===== config.mk =====
export PLATFORM = sky130hd
export DESIGN_NAME = mouse_button_edge_and_accel_unit
export DESIGN_NICKNAME = d
export VERILOG_FILES = /design/src/mbea_pkg.sv /design/src/mouse_button_edge_and_accel_unit.sv
export SDC_FILE = /design/constraint.sdc
export NUM_CORES = 1
export LEC_CHECK = 0
export BUFFER_PORTS_ARGS = -buffer_cell sky130_fd_sc_hd__buf_2
export CAP_MARGIN = 20
export CORE_MARGIN = 5
export CORE_UTILIZATION = 55
export DETAILED_ROUTE_END_ITERATION = 12
export PLACE_DENSITY_LB_ADDON = 0.15
export SLEW_MARGIN = 10
export SYNTH_ARGS = -nofsm -noshare
export SYNTH_HDL_FRONTEND = slang
export SYNTH_SLANG_ARGS = --single-unit
export TNS_END_PERCENT = 100

===== constraint.sdc =====
create_clock -name clk -period 11.8 [get_ports clk]
set_clock_uncertainty 0.15 [all_clocks]
set_input_delay 2.95 -clock clk [delete_from_list [all_inputs] [get_ports clk]]
set_output_delay 2.95 -clock clk [all_outputs]
set_load 0.05 [all_outputs]

===== src/mbea_pkg.sv =====
// types, register indexes, result codes and reset values for the mouse edge and accel unit
package mbea_pkg;

  localparam int unsigned LANES    = 2;
  localparam int unsigned MAG_W    = 8;
  localparam int unsigned PROD_W   = 15;
  localparam int unsigned MUL_STEPS = 8;
  localparam int unsigned DIV_STEPS = PROD_W;

  localparam logic [1:0] REG_THRESHOLD   = 2'd0;
  localparam logic [1:0] REG_NUMERATOR   = 2'd1;
  localparam logic [1:0] REG_DENOMINATOR = 2'd2;

  localparam logic [6:0] THRESHOLD_RESET   = 7'd4;
  localparam logic [7:0] NUMERATOR_RESET   = 8'd2;
  localparam logic [7:0] DENOMINATOR_RESET = 8'd1;

  localparam logic [1:0] KIND_PRESS   = 2'd0;
  localparam logic [1:0] KIND_RELEASE = 2'd1;
  localparam logic [1:0] KIND_MOTION  = 2'd2;

  localparam logic [1:0] BUTTON_NONE = 2'd0;

  typedef struct packed {
    logic [2:0]        button_mask;
    logic signed [7:0] raw_dx;
    logic signed [7:0] raw_dy;
    logic [31:0]       event_time;
  } in_word_t;

  typedef struct packed {
    logic [1:0]         event_kind;
    logic [1:0]         button_number;
    logic signed [15:0] move_x;
    logic signed [15:0] move_y;
    logic [31:0]        stamp;
    logic               last_of_run;
  } out_word_t;

endpackage


===== src/mouse_button_edge_and_accel_unit.sv =====
// top level: button edge results and serial threshold acceleration of mouse motion
// motion path: a report's motion result is computed and loaded in these steps
//   (8 bit-serial multiply steps, 15 restoring divide steps, 1 output load)
// a new report waits until the last motion result is loaded; each axis has its own serial
//   multiply and divide; button results leave meanwhile, one button per unstalled cycle
// reset: threshold 4, numerator 2, denominator 1, all buttons released, no result pending
module mouse_button_edge_and_accel_unit (
  input  logic                clk,
  input  logic                rst,
  input  logic                in_valid,
  output logic                in_stall,
  input  mbea_pkg::in_word_t  in_word,
  output logic                out_valid,
  input  logic                out_stall,
  output mbea_pkg::out_word_t out_word,
  input  logic                cfg_valid,
  output logic                cfg_ready,
  input  logic [1:0]          cfg_index,
  input  logic [7:0]          cfg_data
);

  typedef enum logic [1:0] {S_IDLE, S_BTN, S_MOT} state_t;
  typedef enum logic [1:0] {A_IDLE, A_MUL, A_DIV} arith_t;

  state_t state;
  arith_t arith;

  logic [6:0]  thr;
  logic [7:0]  num;
  logic [7:0]  den;
  logic [2:0]  prev_buttons;
  logic [2:0]  mask;
  logic [2:0]  change;
  logic [1:0]  bidx;
  logic [31:0] stamp;
  logic [3:0]  cnt;
  logic        a_done;

  logic                            neg    [mbea_pkg::LANES];
  logic                            accel  [mbea_pkg::LANES];
  logic [mbea_pkg::MAG_W-1:0]      mag    [mbea_pkg::LANES];
  logic [mbea_pkg::PROD_W-1:0]     mcand  [mbea_pkg::LANES];
  logic [7:0]                      mplier [mbea_pkg::LANES];
  logic [mbea_pkg::PROD_W-1:0]     acc    [mbea_pkg::LANES];
  logic [7:0]                      rem    [mbea_pkg::LANES];

  logic [7:0]  raw_in  [mbea_pkg::LANES];
  logic [7:0]  mag_in  [mbea_pkg::LANES];
  logic [8:0]  trial   [mbea_pkg::LANES];
  logic        dgt     [mbea_pkg::LANES];
  logic [15:0] mag_out [mbea_pkg::LANES];
  logic [15:0] res     [mbea_pkg::LANES];

  logic [7:0]  den_eff;
  logic        accept;
  logic        slot_free;
  logic        load_out;
  logic [2:0]  new_change;

  assign accept    = in_valid && !in_stall;
  assign in_stall  = (state != S_IDLE);
  assign cfg_ready = (state == S_IDLE);
  assign slot_free = !out_valid || !out_stall;
  assign load_out  = slot_free && ((state == S_BTN && change[bidx]) ||
                                   (state == S_MOT && a_done));
  assign den_eff   = (den == 8'd0) ? 8'd1 : den;
  assign new_change = in_word.button_mask ^ prev_buttons;

  assign raw_in[0] = in_word.raw_dx;
  assign raw_in[1] = in_word.raw_dy;

  always_comb begin
    for (int l = 0; l < mbea_pkg::LANES; l++) begin
      mag_in[l]  = raw_in[l][7] ? 8'(~raw_in[l] + 8'd1) : raw_in[l];
      trial[l]   = {rem[l], acc[l][mbea_pkg::PROD_W-1]};
      dgt[l]     = (trial[l] >= {1'b0, den_eff});
      mag_out[l] = accel[l] ? (16'(thr) + {1'b0, acc[l]}) : {8'd0, mag[l]};
      res[l]     = neg[l] ? 16'(~mag_out[l] + 16'd1) : mag_out[l];
    end
  end

  always_ff @(posedge clk) begin
    if (rst) begin
      state        <= S_IDLE;
      arith        <= A_IDLE;
      thr          <= mbea_pkg::THRESHOLD_RESET;
      num          <= mbea_pkg::NUMERATOR_RESET;
      den          <= mbea_pkg::DENOMINATOR_RESET;
      prev_buttons <= 3'd0;
      out_valid    <= 1'b0;
      a_done       <= 1'b0;
      cnt          <= 4'd0;
      bidx         <= 2'd0;
    end else begin
      if (cfg_valid && cfg_ready) begin
        unique case (cfg_index)
          mbea_pkg::REG_THRESHOLD:   thr <= cfg_data[6:0];
          mbea_pkg::REG_NUMERATOR:   num <= cfg_data;
          mbea_pkg::REG_DENOMINATOR: den <= cfg_data;
          default: ;
        endcase
      end

      if (load_out) out_valid <= 1'b1;
      else if (!out_stall) out_valid <= 1'b0;

      // serial arithmetic, both axes side by side
      unique case (arith)
        A_IDLE: begin
          if (accept) begin
            arith  <= A_MUL;
            cnt    <= 4'd0;
            a_done <= 1'b0;
            for (int l = 0; l < mbea_pkg::LANES; l++) begin
              neg[l]    <= raw_in[l][7];
              mag[l]    <= mag_in[l];
              accel[l]  <= (mag_in[l] > {1'b0, thr});
              mcand[l]  <= {7'd0, 8'(mag_in[l] - {1'b0, thr})};
              mplier[l] <= num;
              acc[l]    <= '0;
            end
          end
        end
        A_MUL: begin
          for (int l = 0; l < mbea_pkg::LANES; l++) begin
            if (mplier[l][0]) acc[l] <= acc[l] + mcand[l];
            mcand[l]  <= {mcand[l][mbea_pkg::PROD_W-2:0], 1'b0};
            mplier[l] <= {1'b0, mplier[l][7:1]};
          end
          if (cnt == 4'(mbea_pkg::MUL_STEPS - 1)) begin
            arith <= A_DIV;
            cnt   <= 4'd0;
            for (int l = 0; l < mbea_pkg::LANES; l++) rem[l] <= 8'd0;
          end else begin
            cnt <= cnt + 4'd1;
          end
        end
        A_DIV: begin
          for (int l = 0; l < mbea_pkg::LANES; l++) begin
            rem[l] <= dgt[l] ? 8'(trial[l] - {1'b0, den_eff}) : trial[l][7:0];
            acc[l] <= {acc[l][mbea_pkg::PROD_W-2:0], dgt[l]};
          end
          if (cnt == 4'(mbea_pkg::DIV_STEPS - 1)) begin
            arith  <= A_IDLE;
            a_done <= 1'b1;
          end else begin
            cnt <= cnt + 4'd1;
          end
        end
        default: arith <= A_IDLE;
      endcase

      // result sequencing
      unique case (state)
        S_IDLE: begin
          if (accept) begin
            mask         <= in_word.button_mask;
            change       <= new_change;
            stamp        <= in_word.event_time;
            prev_buttons <= in_word.button_mask;
            bidx         <= 2'd0;
            state        <= (new_change != 3'd0) ? S_BTN : S_MOT;
          end
        end
        S_BTN: begin
          if (slot_free) begin
            if (change[bidx]) begin
              out_word.event_kind    <= mask[bidx] ? mbea_pkg::KIND_PRESS
                                                   : mbea_pkg::KIND_RELEASE;
              out_word.button_number <= bidx + 2'd1;
              out_word.move_x        <= '0;
              out_word.move_y        <= '0;
              out_word.stamp         <= stamp;
              out_word.last_of_run   <= 1'b0;
            end
            bidx <= bidx + 2'd1;
            if (bidx == 2'd2) state <= S_MOT;
          end
        end
        S_MOT: begin
          if (slot_free && a_done) begin
            out_word.event_kind    <= mbea_pkg::KIND_MOTION;
            out_word.button_number <= mbea_pkg::BUTTON_NONE;
            out_word.move_x        <= res[0];
            out_word.move_y        <= res[1];
            out_word.stamp         <= stamp;
            out_word.last_of_run   <= 1'b1;
            state                  <= S_IDLE;
          end
        end
        default: state <= S_IDLE;
      endcase
    end
  end

endmodule


Word-level counts from Yosys, hierarchy flattened
Memory sizes are Yosys's and may differ from the RTL's.
Index checks and enable logic that the tools add are counted.
{"block": "totals", "regBits": 145, "mem_count": 7, "ram_bits": 112}
{"block": "classes", "bitwise_logic": 16, "n_addsub": 14, "eq_ne": 19, "n_lt_le_gt_ge": 5, "reduce_logical": 32, "muxes": 72}
{"name": "acc", "depth": 2, "width": 15, "read_ports": 2, "rd_ports_with_merged_regs": 0, "wr": 2, "line_no": "mouse_button_edge_and_accel_unit.sv:44", "rtl": "logic [mbea_pkg::PROD_W-1:0] acc [mbea_pkg::LANES];"}
{"name": "mcand", "depth": 2, "width": 15, "read_ports": 2, "rd_ports_with_merged_regs": 0, "wr": 2, "line_no": "mouse_button_edge_and_accel_unit.sv:42", "rtl": "logic [mbea_pkg::PROD_W-1:0] mcand [mbea_pkg::LANES];"}
{"name": "mag", "depth": 2, "width": 8, "read_ports": 2, "rd_ports_with_merged_regs": 0, "wr": 2, "line_no": "mouse_button_edge_and_accel_unit.sv:41", "rtl": "logic [mbea_pkg::MAG_W-1:0] mag [mbea_pkg::LANES];"}
{"name": "mplier", "depth": 2, "width": 8, "read_ports": 2, "rd_ports_with_merged_regs": 0, "wr": 2, "line_no": "mouse_button_edge_and_accel_unit.sv:43", "rtl": "logic [7:0] mplier [mbea_pkg::LANES];"}
{"name": "rem", "depth": 2, "width": 8, "read_ports": 2, "rd_ports_with_merged_regs": 0, "wr": 2, "line_no": "mouse_button_edge_and_accel_unit.sv:45", "rtl": "logic [7:0] rem [mbea_pkg::LANES];"}
{"name": "accel", "depth": 2, "width": 1, "read_ports": 2, "rd_ports_with_merged_regs": 0, "wr": 2, "line_no": "mouse_button_edge_and_accel_unit.sv:40", "rtl": "logic accel [mbea_pkg::LANES];"}
{"name": "1 more memories"}
{"cell": "$mux W69", "count": 3}
{"cell": "$pmux W69 S2", "count": 1}
{"cell": "$mux W15", "count": 6}
{"cell": "$mux W8", "count": 9}
{"cell": "$mux W16", "count": 4}
{"cell": "$add A16 B1 Y16 const B", "count": 2}
{"cell": "$add A7 B15 Y16", "count": 2}
{"cell": "$not A16 Y16", "count": 2}
{"cell": "$add A15 B15 Y15", "count": 2}
{"cell": "$mux W1", "count": 29}
{"cell": "$mux W2", "count": 10}
{"cell": "$ge A9 B8 Y1", "count": 2}
{"cell": "$add A8 B1 Y8 const B", "count": 2}
{"cell": "$gt A8 B7 Y1", "count": 2}
{"cell": "$not A8 Y8", "count": 2}
{"cell": "$sub A8 B7 Y8", "count": 2}
{"cell": "$sub A8 B8 Y8", "count": 2}
{"cell": "$reduce_and A3 Y1", "count": 5}
{"cell": "$mux W4", "count": 3}
{"cell": "$pmux W2 S3", "count": 2}
{"cell": "$pmux W4 S3", "count": 1}
{"cell": "$ne A2 B1 Y1 const B", "count": 5}
{"cell": "$ne A2 B2 Y1 const B", "count": 5}
{"cell": "$or A1 B1 Y1", "count": 10}
{"cell": "22 further kinds", "count": 45}

Depth between registers and ports, before layout
Gate-level depths: netlist of run 1.
{"block": "depth", "depth_word": 9, "ltp_mapped": 13, "ltp_nobuf": 13}

Least setup slack after synthesis of run 1
No wires, ideal clock.
{"block": "synth_timing", "kind": "in2reg", "from": "in rst", "to": "reg out_word[10] (netlist name), enable pin", "stages": 3, "arrival_ns": 8.018, "setup_slack_ns": 3.055, "path_buffers": 2, "path_cell_list": "clkbuf_1 clkbuf_1 nor3_1"}
{"block": "synth_between", "elab_chain_cells": 2}
{"item": "start, declared", "line_no": "mouse_button_edge_and_accel_unit.sv:9", "rtl": "input logic rst,"}
{"item": "$not A1 Y1 (no source line)"}
{"item": "$reduce_and A5 Y1 (no source line)"}
{"item": "end, declared", "line_no": "mouse_button_edge_and_accel_unit.sv:15", "rtl": "output mbea_pkg::out_word_t out_word,"}
Every way passes these cells.
A chain may end at the register's enable or synchronous reset.

==> results of run 1 <==
cell type report:
class | instances | area share
clock buffers | 36 | 0.05266
clock inverters | 13 | 0.009000
inverters | 51 | 0.01208
multi-input cells | 906 | 0.4055
flip-flops and latches | 248 | 0.4459
well taps | 330 | 0.02605
repair buffers | 146 | 0.04879
cells by family after synthesis:
logic type | Yosys count
muxes | 53
adders and majority gates | 91
buffers and inverters | 91
AOI/OAI and AO/OA | 267
and+or+nand+nor | 405
DFF | 248
xor gates and xnor gates | 90
flip-flops by register name (all words and copies together) (netlist names):
name / cells
arith: 2
den: 8
mag: 16
neg: 2
state: 2
change: 3
mask: 3
bidx: 2
out_word: 68
acc: 30
cnt: 4
out_valid: 1
thr: 7
mcand: 30
stamp: 32
num: 8
prev_buttons: 3
rem: 16
accel: 2
mplier: 8
a_done: 1
layer usage:
metal | vias up | GRT usage | part of all wire | routed length [µm]
met5 | - | 0 | 0 | 0
met4 | 0 | 0.04587 | 0.018 | 541
li1 | 4874 | - | - | -
met3 | 45 | 0.02989 | 0.053 | 1585
met2 | 236 | 0.3426 | 0.46 | 13930
met1 | 4692 | 0.2922 | 0.47 | 13960
cell usage after synthesis, drive strengths merged, types with 18 or more instances:
cell type  number  area share
edfxtp        210        0.45
nor2          131       0.036
nand2         111       0.030
ha             83       0.075
xnor2          66       0.042
a21oi          61       0.022
inv            51       0.014
mux2i          50       0.036
o21ai          44       0.016
dfxtp          38       0.055
clkbuf         35       0.013
nor3           25       0.011
xor2           24       0.015
a21o           23       0.012
nand2b         19      0.0086
and2           18      0.0081
worst max path at each step:
stage	slack, ns	end	cells past startpoint	startpoint
4_1_cts	6.23	mcand[0][5]	5	rst
5_1_grt	6.52	mcand[0][22]	13	in_word[32]
6_report	6.75	mcand[0][21]	12	in_word[32]
2_1_floorplan	3.05	out_word[10]	3	rst
3_5_place_dp	5.63	mcand[0][8]	5	rst
3_3_place_gp	5.80	mcand[0][14]	5	rst
worst max-delay path, stage by stage:
cell	delay (ns)
sky130_fd_sc_hd__buf_2	0.11
sky130_fd_sc_hd__inv_1	0.08
sky130_fd_sc_hd__ha_1	0.29
sky130_fd_sc_hd__nand2_1	0.07
sky130_fd_sc_hd__o21ai_0	0.21
sky130_fd_sc_hd__fa_1	0.49
sky130_fd_sc_hd__a21o_1	0.17
sky130_fd_sc_hd__a21oi_1	0.21
sky130_fd_sc_hd__o21bai_1	0.10
sky130_fd_sc_hd__a21oi_1	0.22
sky130_fd_sc_hd__xor2_1	0.18
sky130_fd_sc_hd__a21oi_1	0.09
power by group through the flow:
stage	sequential (mW)	combinational, mW	clock (mW)
after CTS	1.23	1.04	0.921
after detailed placement	1.25	1.03	0
after global routing	1.25	1.17	0.961
after global placement	1.25	1.01	0
final	1.23	1.04	0.903
after floorplan	1.25	0.800	0
through the flow:
stage                     hold slack [ns]  power [mW]
final                              0.2663       3.182
after floorplan                    0.2503       2.046
after detailed placement           0.2545       2.284
after CTS                          0.2688       3.197
after global placement             0.2504       2.255
after global routing               0.2744       3.378
==> impl_metrics.yaml, run 1 <==
outcome:
  status: "completed"
yosys:
  synthSimpleGateAreaFrac: 0.1427
  synth_cell_types: 83
  synth_flop_cell: "sky130_fd_sc_hd__edfxtp_1"
  synth-seq-area-share: 0.5090
  multiplexer_fraction_of_the_synthesized_cell_area: 0.03848
  synth_area_per_cell_um2: 11.15
  synth-edff-count: 210
  synth_async_sr_flop_share: 0
  synthesis.instances: 1245
  complex_gate_fraction_of_the_synthesized_area: 0.1372
  syn-cell-area_mm2: 0.01388
  syn-num-nets: 1402
  flip_flop_and_latch_count_after_synthesis: 248
  post_synth_xor_area_fraction: 0.05677
  yosysWarningCount: 0
  synth_top_family_by_area: "simple AND/OR/NAND/NOR gates"
  area_share_of_fa_ha_maj_cells_after_synthesis: 0.08633
setup_path:
  worstPathArrival_ns: 5.17
  crit_path_end_kind: "flop"
  critPathKind: "primary input to flop"
  timing.reg2reg.setup_slack_ns: 8.26
  worst-path-max-fanout: 3
  worstRegToRegCells: 10
  r2r-start: "acc[0][0]"
  critical_path.reg2reg.endpoint: "out_word[64]"
  worst_setup_path_start_kind: "primary input"
  critPathRequiredTime_ns: 11.92
power:
  vdd_drop_max_uv: 120.8
  static_leakage_power_nw: 6.252
  p_comb_frac: 0.328
  net-switching-power_mw: 1.076
  internal-power_mw: 2.106
  power.share.clock: 0.284
  power-per-cell-area_mw_per_mm2: 200.8
  swShare: 0.3380
  seqPwrFrac: 0.388
floorplanning:
  fp.dieH_um: 168.9
  initial_core_utilization: 0.5546
  dieArea_mm2: 0.02852
  io-pin-count: 138
  core_area_mm2: 0.02504
  dieWidth_um: 168.9
  core.rowCount: 58
timing:
  slew_violations: 0
  finalSetupViolations: 0
  hold_viol: 0
  maxSlewHeadroom: 0.3109
  setup_total_negative_slack_ns: 0
  worst-slew-pin-transition_ns: 1.033
  fin_crit_ns: 5.054
  setup_slack_ns: 6.746
  layout_worst_path_cycle_share: 0.4283
  max_clock_freq_mhz: 197.9
  grt_setup_unrepaired: "no"
min_path:
  min_delay_worst_endpoint: "out_word[2]"
  hold_path_class: "flop to flop"
  hold_path.startpoint: "stamp[1]"
  whs_path_depth: 0
cts:
  clock_path_buffers: 3
  htreeDepth: 1
  cts_root_buffer: "sky130_fd_sc_hd__clkbuf_16"
  cts_post_setup_buffers_inserted: 0
  tritoncts: "built"
  cts.reportedPaths.clkPinSlew_ns: 0.06
  cts_made_buffers: 27
  cts.repair.resized: 0
  clock_insertion_delay_worst_skew_ns: 0.53
  cts-hold-fix-buffers: 0
  cts_num_sinks: 248
route:
  wl_per_cell_um: 17.35
  drt-initial-drc-count: 723
  drt_drc_violations_left: 0
  dr.pass1.iters: 5
  totalWireLength_um: 30010
  drtAntennaViolNets: 0
  dr_total_vias: 9847
  routed_via_density: 5.692
final_layout:
  post_route_cells_drive_above_1_share: 0.1671
  final_core_utilization: 0.6330
  antenna_cells: 0
  synthToLayoutAreaGrowth_pct: 14.14
  seqCellArea_mm2: 0.007067
  final_common_cell: "sky130_fd_sc_hd__edfxtp_1"
  postLayoutCellArea_mm2: 0.01585
  most-common-layout-cells: "sky130_fd_sc_hd__edfxtp_1, sky130_fd_sc_hd__buf_2, sky130_fd_sc_hd__nor2_1"
  design.final.nets: 1537
  fillCellCount: 2026
  multi_input_combinational_cell_area_mm2: 0.006426
  instances_no_fill: 1730
grt:
  grt_pass1_wl_um: 48650
  grt_util_all_layers: 0.2070
  antenna_found_initial: 1
  first_global_vias: 9629
  grt_start_max_net_pins: 69
  overflow: 0
place:
  gp_congestion: 0.8190
  post_placement_worst_setup_slack_ns: 5.628
  dpl.cell_count: 1679
  count_of_buffers_inserted_at_the_top_level_ports: 137
  detailedPlacementHpwl_um: 21780
  dpl-instance-area_mm2: 0.01484
run:
  max_cap_violations: 0
No activity file was read; power rests on OpenSTA's default activity.
==> run 2, diff against run 1 <==
Clock period 11.8 ns to 4.7 ns, I/O delays scaled along.
==> impl_metrics.yaml, run 2 (synthesized netlist as in run 1, its figures left out) <==
grt:
  overflow: 0
  grt_util_all_layers: 0.2106
  grt_pass1_wl_um: 49270
  first_global_vias: 9606
  antenna_found_initial: 4
  grt_start_max_net_pins: 69
min_path:
  hold_path_class: "flop to flop"
  hold_path.startpoint: "stamp[7]"
  min_delay_worst_endpoint: "out_word[8]"
  whs_path_depth: 0
setup_path:
  worst_setup_path_startpoint: "acc[0][15]"
  worstPathArrival_ns: 3.71
  critPathKind: "flop to flop"
  worstRegToRegCells: 10
  cp_num_buf_inv: 0
  r2r-start: "acc[0][15]"
  family_with_the_most_delay_on_the_worst_path: "compound AO/OA/AOI/OAI gates"
  worst_setup_path_start_kind: "flop"
  critPathRequiredTime_ns: 4.92
  worst-path-max-fanout: 4
  timing.critical_path.slowest_cell_delay_ns: 0.46
  crit_slowest_cell: "sky130_fd_sc_hd__edfxtp_1"
  critical_path.reg2reg.endpoint: "out_word[48]"
  cp_cell_sequence: "ha_1, fa_1, a211o_1, a21oi_1, o21bai_1, xnor2_1, a31o_2, or3b_4, o41ai_2, mux2i_1"
  timing.reg2reg.setup_slack_ns: 1.21
  crit_path_end_kind: "flop"
cts:
  cts_num_sinks: 248
  clock_path_buffers: 3
  cts_root_buffer: "sky130_fd_sc_hd__clkbuf_16"
  htreeDepth: 1
  tritoncts: "built"
  cts.reportedPaths.clkPinSlew_ns: 0.06
  cts-hold-fix-buffers: 0
  cts.repair.resized: 0
  clock_insertion_delay_worst_skew_ns: 0.54
  cts_post_setup_buffers_inserted: 0
  cts_made_buffers: 28
final_layout:
  instances_no_fill: 1739
  design.final.nets: 1541
  final_common_cell: "sky130_fd_sc_hd__edfxtp_1"
  synthToLayoutAreaGrowth_pct: 14.61
  most-common-layout-cells: "sky130_fd_sc_hd__edfxtp_1, sky130_fd_sc_hd__buf_2, sky130_fd_sc_hd__nor2_1"
  regMostFlops: "out_word"
  postLayoutCellArea_mm2: 0.01591
  reg_top3: "out_word: 68 flops, stamp: 32 flops"
  post_route_cells_drive_above_1_share: 0.1700
  final_core_utilization: 0.6356
  largest_register_ff_count: 68
timing:
  layout_worst_path_cycle_share: 0.7416
  finalSetupViolations: 0
  setup_total_negative_slack_ns: 0
  hold_viol: 0
  max_clock_freq_mhz: 286.9
  holdWs_ns: 0.2596
  slew_violations: 0
  grt_setup_unrepaired: "no"
  maxSlewHeadroom: 0.3516
  fin_crit_ns: 3.486
  worst-slew-pin-transition_ns: 0.9716
place:
  count_of_buffers_inserted_at_the_top_level_ports: 137
  detailedPlacementHpwl_um: 21950
  gp_congestion: 0.8804
  dpl-instance-area_mm2: 0.01489
  dpl.cell_count: 1684
outcome:
  status: "completed"
floorplanning:
  io-pin-count: 138
  fp.dieH_um: 168.9
  core_area_mm2: 0.02504
  core.rowCount: 58
  initial_core_utilization: 0.5546
  dieWidth_um: 168.9
  dieArea_mm2: 0.02852
route:
  drtAntennaViolNets: 0
  dr_total_vias: 9862
  drt-initial-drc-count: 583
  totalWireLength_um: 30310
  drt_drc_violations_left: 0
  dr.pass1.iters: 5
  routed_via_density: 5.671
  wl_per_cell_um: 17.43
power:
  vdd_drop_max_uv: 305.2
  static_leakage_power_nw: 6.284
  power-per-cell-area_mw_per_mm2: 508.9
run:
  max_cap_violations: 0
## run 2: changes by cell type in the layout (fill, tap and decap cells not counted), moves of 2 or more
cell / before / now
sky130_fd_sc_hd__diode_2: 0 / 3
sky130_fd_sc_hd__clkbuf_16: 31 / 29
sky130_fd_sc_hd__buf_4: 7 / 11
sky130_fd_sc_hd__clkbuf_8: 4 / 2
sky130_fd_sc_hd__bufinv_16: 3 / 6
sky130_fd_sc_hd__clkinv_4: 0 / 3
sky130_fd_sc_hd__clkinv_2: 3 / 6
## run 2: through the flow
step | setup slack (ns) | power (mW)
6_report | 1.214 | 8.098
3_5_place_dp | 0.9149 | 5.748
5_1_grt | 1.006 | 8.580
2_1_floorplan | 0.6356 | 5.133
4_1_cts | 1.208 | 8.143
3_3_place_gp | 1.043 | 5.679
## run 2: worst max-delay path by stage
stage               cells past startpoint      endpoint  slack [ns]
global route                           11    rem[0][12]        1.01
finish                                 10  out_word[48]        1.21
detailed placement                     13   accel[0][0]        0.91
CTS                                    10  out_word[48]        1.21
global placement                       13   accel[0][0]        1.04
floorplan                               6   mcand[0][0]        0.64
## run 2: per-layer routing
metal	wire [µm]	share of wire	GRT usage	vias to the layer above
met1	13500	0.45	0.2956	4686
li1	-	-	-	4884
met5	12	0.00040	0	-
met4	770	0.025	0.06316	2
met3	1576	0.052	0.02732	57
met2	14440	0.48	0.3447	233
## run 2: final cells by class
cell class	instances	area [µm²]
clock inverters	19	255.2
clock buffers	33	760.7
fillers	2028	9124
repair buffers	149	788.3
inverters	51	191.4
diodes	3	7.507
flip-flops and latches	248	7067
multi-input cells	906	6430
well taps	330	412.9
## run 2: worst register-to-register path, stage by stage (launching register included)
cell and delay, ns:
sky130_fd_sc_hd__edfxtp_1 0.46, sky130_fd_sc_hd__ha_1 0.27, sky130_fd_sc_hd__fa_1 0.42, sky130_fd_sc_hd__a211o_1 0.34
sky130_fd_sc_hd__a21oi_1 0.16, sky130_fd_sc_hd__o21bai_1 0.09, sky130_fd_sc_hd__xnor2_1 0.19, sky130_fd_sc_hd__a31o_2 0.20
sky130_fd_sc_hd__or3b_4 0.41, sky130_fd_sc_hd__o41ai_2 0.37, sky130_fd_sc_hd__mux2i_1 0.27
## run 2: power by group
group / total (mW) / switching (mW) / internal (mW) / leakage [nW]
clock network: 2.37 / 0.888 / 1.48 / 0.500
registers: 3.09 / 0.262 / 2.83 / 2.27
logic: 2.63 / 1.58 / 1.06 / 3.52
==> run 3, diff against run 2 <==
Settings changed: CORE_UTILIZATION 55 to 54.
Clock period 4.7 ns to 2.83 ns, I/O delays scaled along.
==> impl_metrics.yaml, run 3 (synthesized netlist as in run 1, its figures left out) <==
outcome:
  status: "finished with violations"
  failed_checks: "negative setup slack"
place:
  count_of_buffers_inserted_at_the_top_level_ports: 137
  post_placement_worst_setup_slack_ns: -0.3126
  dpl-instance-area_mm2: 0.01633
  detailedPlacementHpwl_um: 24130
  gp_congestion: 0.9669
timing:
  max_clock_freq_mhz: 321.6
  setup_total_negative_slack_ns: -3.124
  hold_viol: 0
  holdWs_ns: 0.1806
  worst-slew-pin-transition_ns: 0.8493
  layout_worst_path_cycle_share: 1.099
  finalSetupViolations: 23
  maxSlewHeadroom: 0.4338
  grt_setup_unrepaired: "yes"
  setup_slack_ns: -0.2796
  fin_crit_ns: 3.110
  slew_violations: 0
final_layout:
  largest_register_ff_count: 68
  multi_input_combinational_cell_area_mm2: 0.007047
  final_common_cell: "sky130_fd_sc_hd__edfxtp_1"
  antenna_cells: 0
  reg_top3: "out_word: 68 flops, stamp: 32 flops"
  postLayoutCellArea_mm2: 0.01803
  synthToLayoutAreaGrowth_pct: 29.84
  seqCellArea_mm2: 0.007071
  design.final.nets: 1737
  regMostFlops: "out_word"
  fillCellCount: 1842
  most-common-layout-cells: "sky130_fd_sc_hd__edfxtp_1, sky130_fd_sc_hd__buf_4, sky130_fd_sc_hd__buf_2"
  post_route_cells_drive_above_1_share: 0.3288
cts:
  clock_insertion_delay_worst_skew_ns: 0.55
  htreeDepth: 1
  cts-hold-fix-buffers: 0
  cts_root_buffer: "sky130_fd_sc_hd__clkbuf_16"
  clock_path_buffers: 3
  tritoncts: "built"
  cts_made_buffers: 29
  cts_num_sinks: 248
  cts.reportedPaths.clkPinSlew_ns: 0.07
power:
  power-per-cell-area_mw_per_mm2: 820.5
  static_leakage_power_nw: 7.370
  vdd_drop_max_uv: 655.5
grt:
  overflow: 0
  antenna_found_initial: 1
  grt_start_max_net_pins: 69
  grt_pass1_wl_um: 53880
  first_global_vias: 10710
  grt_util_all_layers: 0.2272
floorplanning:
  io-pin-count: 138
  core_area_mm2: 0.02525
  dieWidth_um: 170.4
  initial_core_utilization: 0.5498
  core.rowCount: 58
  dieArea_mm2: 0.02902
  fp.dieH_um: 170.4
setup_path:
  worst-path-max-fanout: 4
  timing.critical_path.slowest_cell_delay_ns: 0.44
  worst_setup_path_start_kind: "flop"
  critPathRequiredTime_ns: 3.08
  critPathKind: "flop to flop"
  worstPathArrival_ns: 3.36
  cp_cell_sequence: "ha_2, fa_2, a211o_1, a21oi_2, o21bai_1, xnor2_1, a31o_2, or3b_4, o41ai_4, mux2i_1"
  crit_slowest_cell: "sky130_fd_sc_hd__or3b_4"
  crit_path_end_kind: "flop"
route:
  drt_drc_violations_left: 0
  drt-initial-drc-count: 677
  dr_total_vias: 10700
  totalWireLength_um: 33310
  routed_via_density: 5.533
  wl_per_cell_um: 17.23
  dr.pass1.iters: 5
  drtAntennaViolNets: 0
min_path:
  hold_path_class: "primary input to flop"
run:
  max_cap_violations: 0
## run 3: report_power, final
| part | switching (mW) | internal [mW] | total [mW] |
|---|---|---|---|
| Clock | 1.52 | 2.33 | 3.84 |
| Combinational | 3.24 | 2.63 | 5.87 |
| Sequential | 0.372 | 4.70 | 5.07 |
| Total | 5.13 | 9.66 | 14.8 |
## run 3: path summary, 6_finish.rpt
kind              startpoint           end  slack, ns  cells past startpoint
setup reg to reg  acc[0][15]  out_word[48]      -0.28                     10
setup / recovery  acc[0][15]  out_word[48]      -0.28                     10
hold / removal    in_word[9]      stamp[9]       0.18                      1
hold reg to reg    stamp[22]  out_word[23]       0.27                      0
## run 3: layout make-up
type,instances,share of cell area
clock inverter,21,0.01256
sequential,248,0.3922
tap,330,0.02290
clock buffer,33,0.04275
timing repair buffer,344,0.1278
multi-input combinational,906,0.3909
inverter,51,0.01083
## run 3: worst max-delay path, delay by kind of cell (launching register included)
kind                     cells  cell delay, ns
AO/OA/AOI/OAI                5            0.98
adder cells (fa/ha/maj)      2            0.56
AND/OR/NAND/NOR              1            0.44
flip-flops                   1            0.41
multiplexers                 1            0.23
XOR/XNOR                     1            0.18
## run 3: repair_timing
item,CTS,global route
gates resized for setup,65,60
pin swaps,38,69
buffers inserted,14,14
endpoints found under the hold margin,0,0
endpoints found under the setup margin,44,48
## run 3: metrics by stage
stage	cells	total power, mW	util
finish	1933	14.79	0.7138
global route	1933	15.65	0.7138
CTS	1922	14.48	0.6998
detailed placement	1858	10.31	0.6466
global placement	1858	10.17	0.6466
floorplan	1245	8.601	-
## run 3: metal layers
metal	global-route usage	vias up	wire, µm
li1	-	5277	-
met1	0.3114	5086	14560
met2	0.3750	259	15790
met3	0.03438	71	1926
met4	0.07083	2	1013
met5	0	-	13
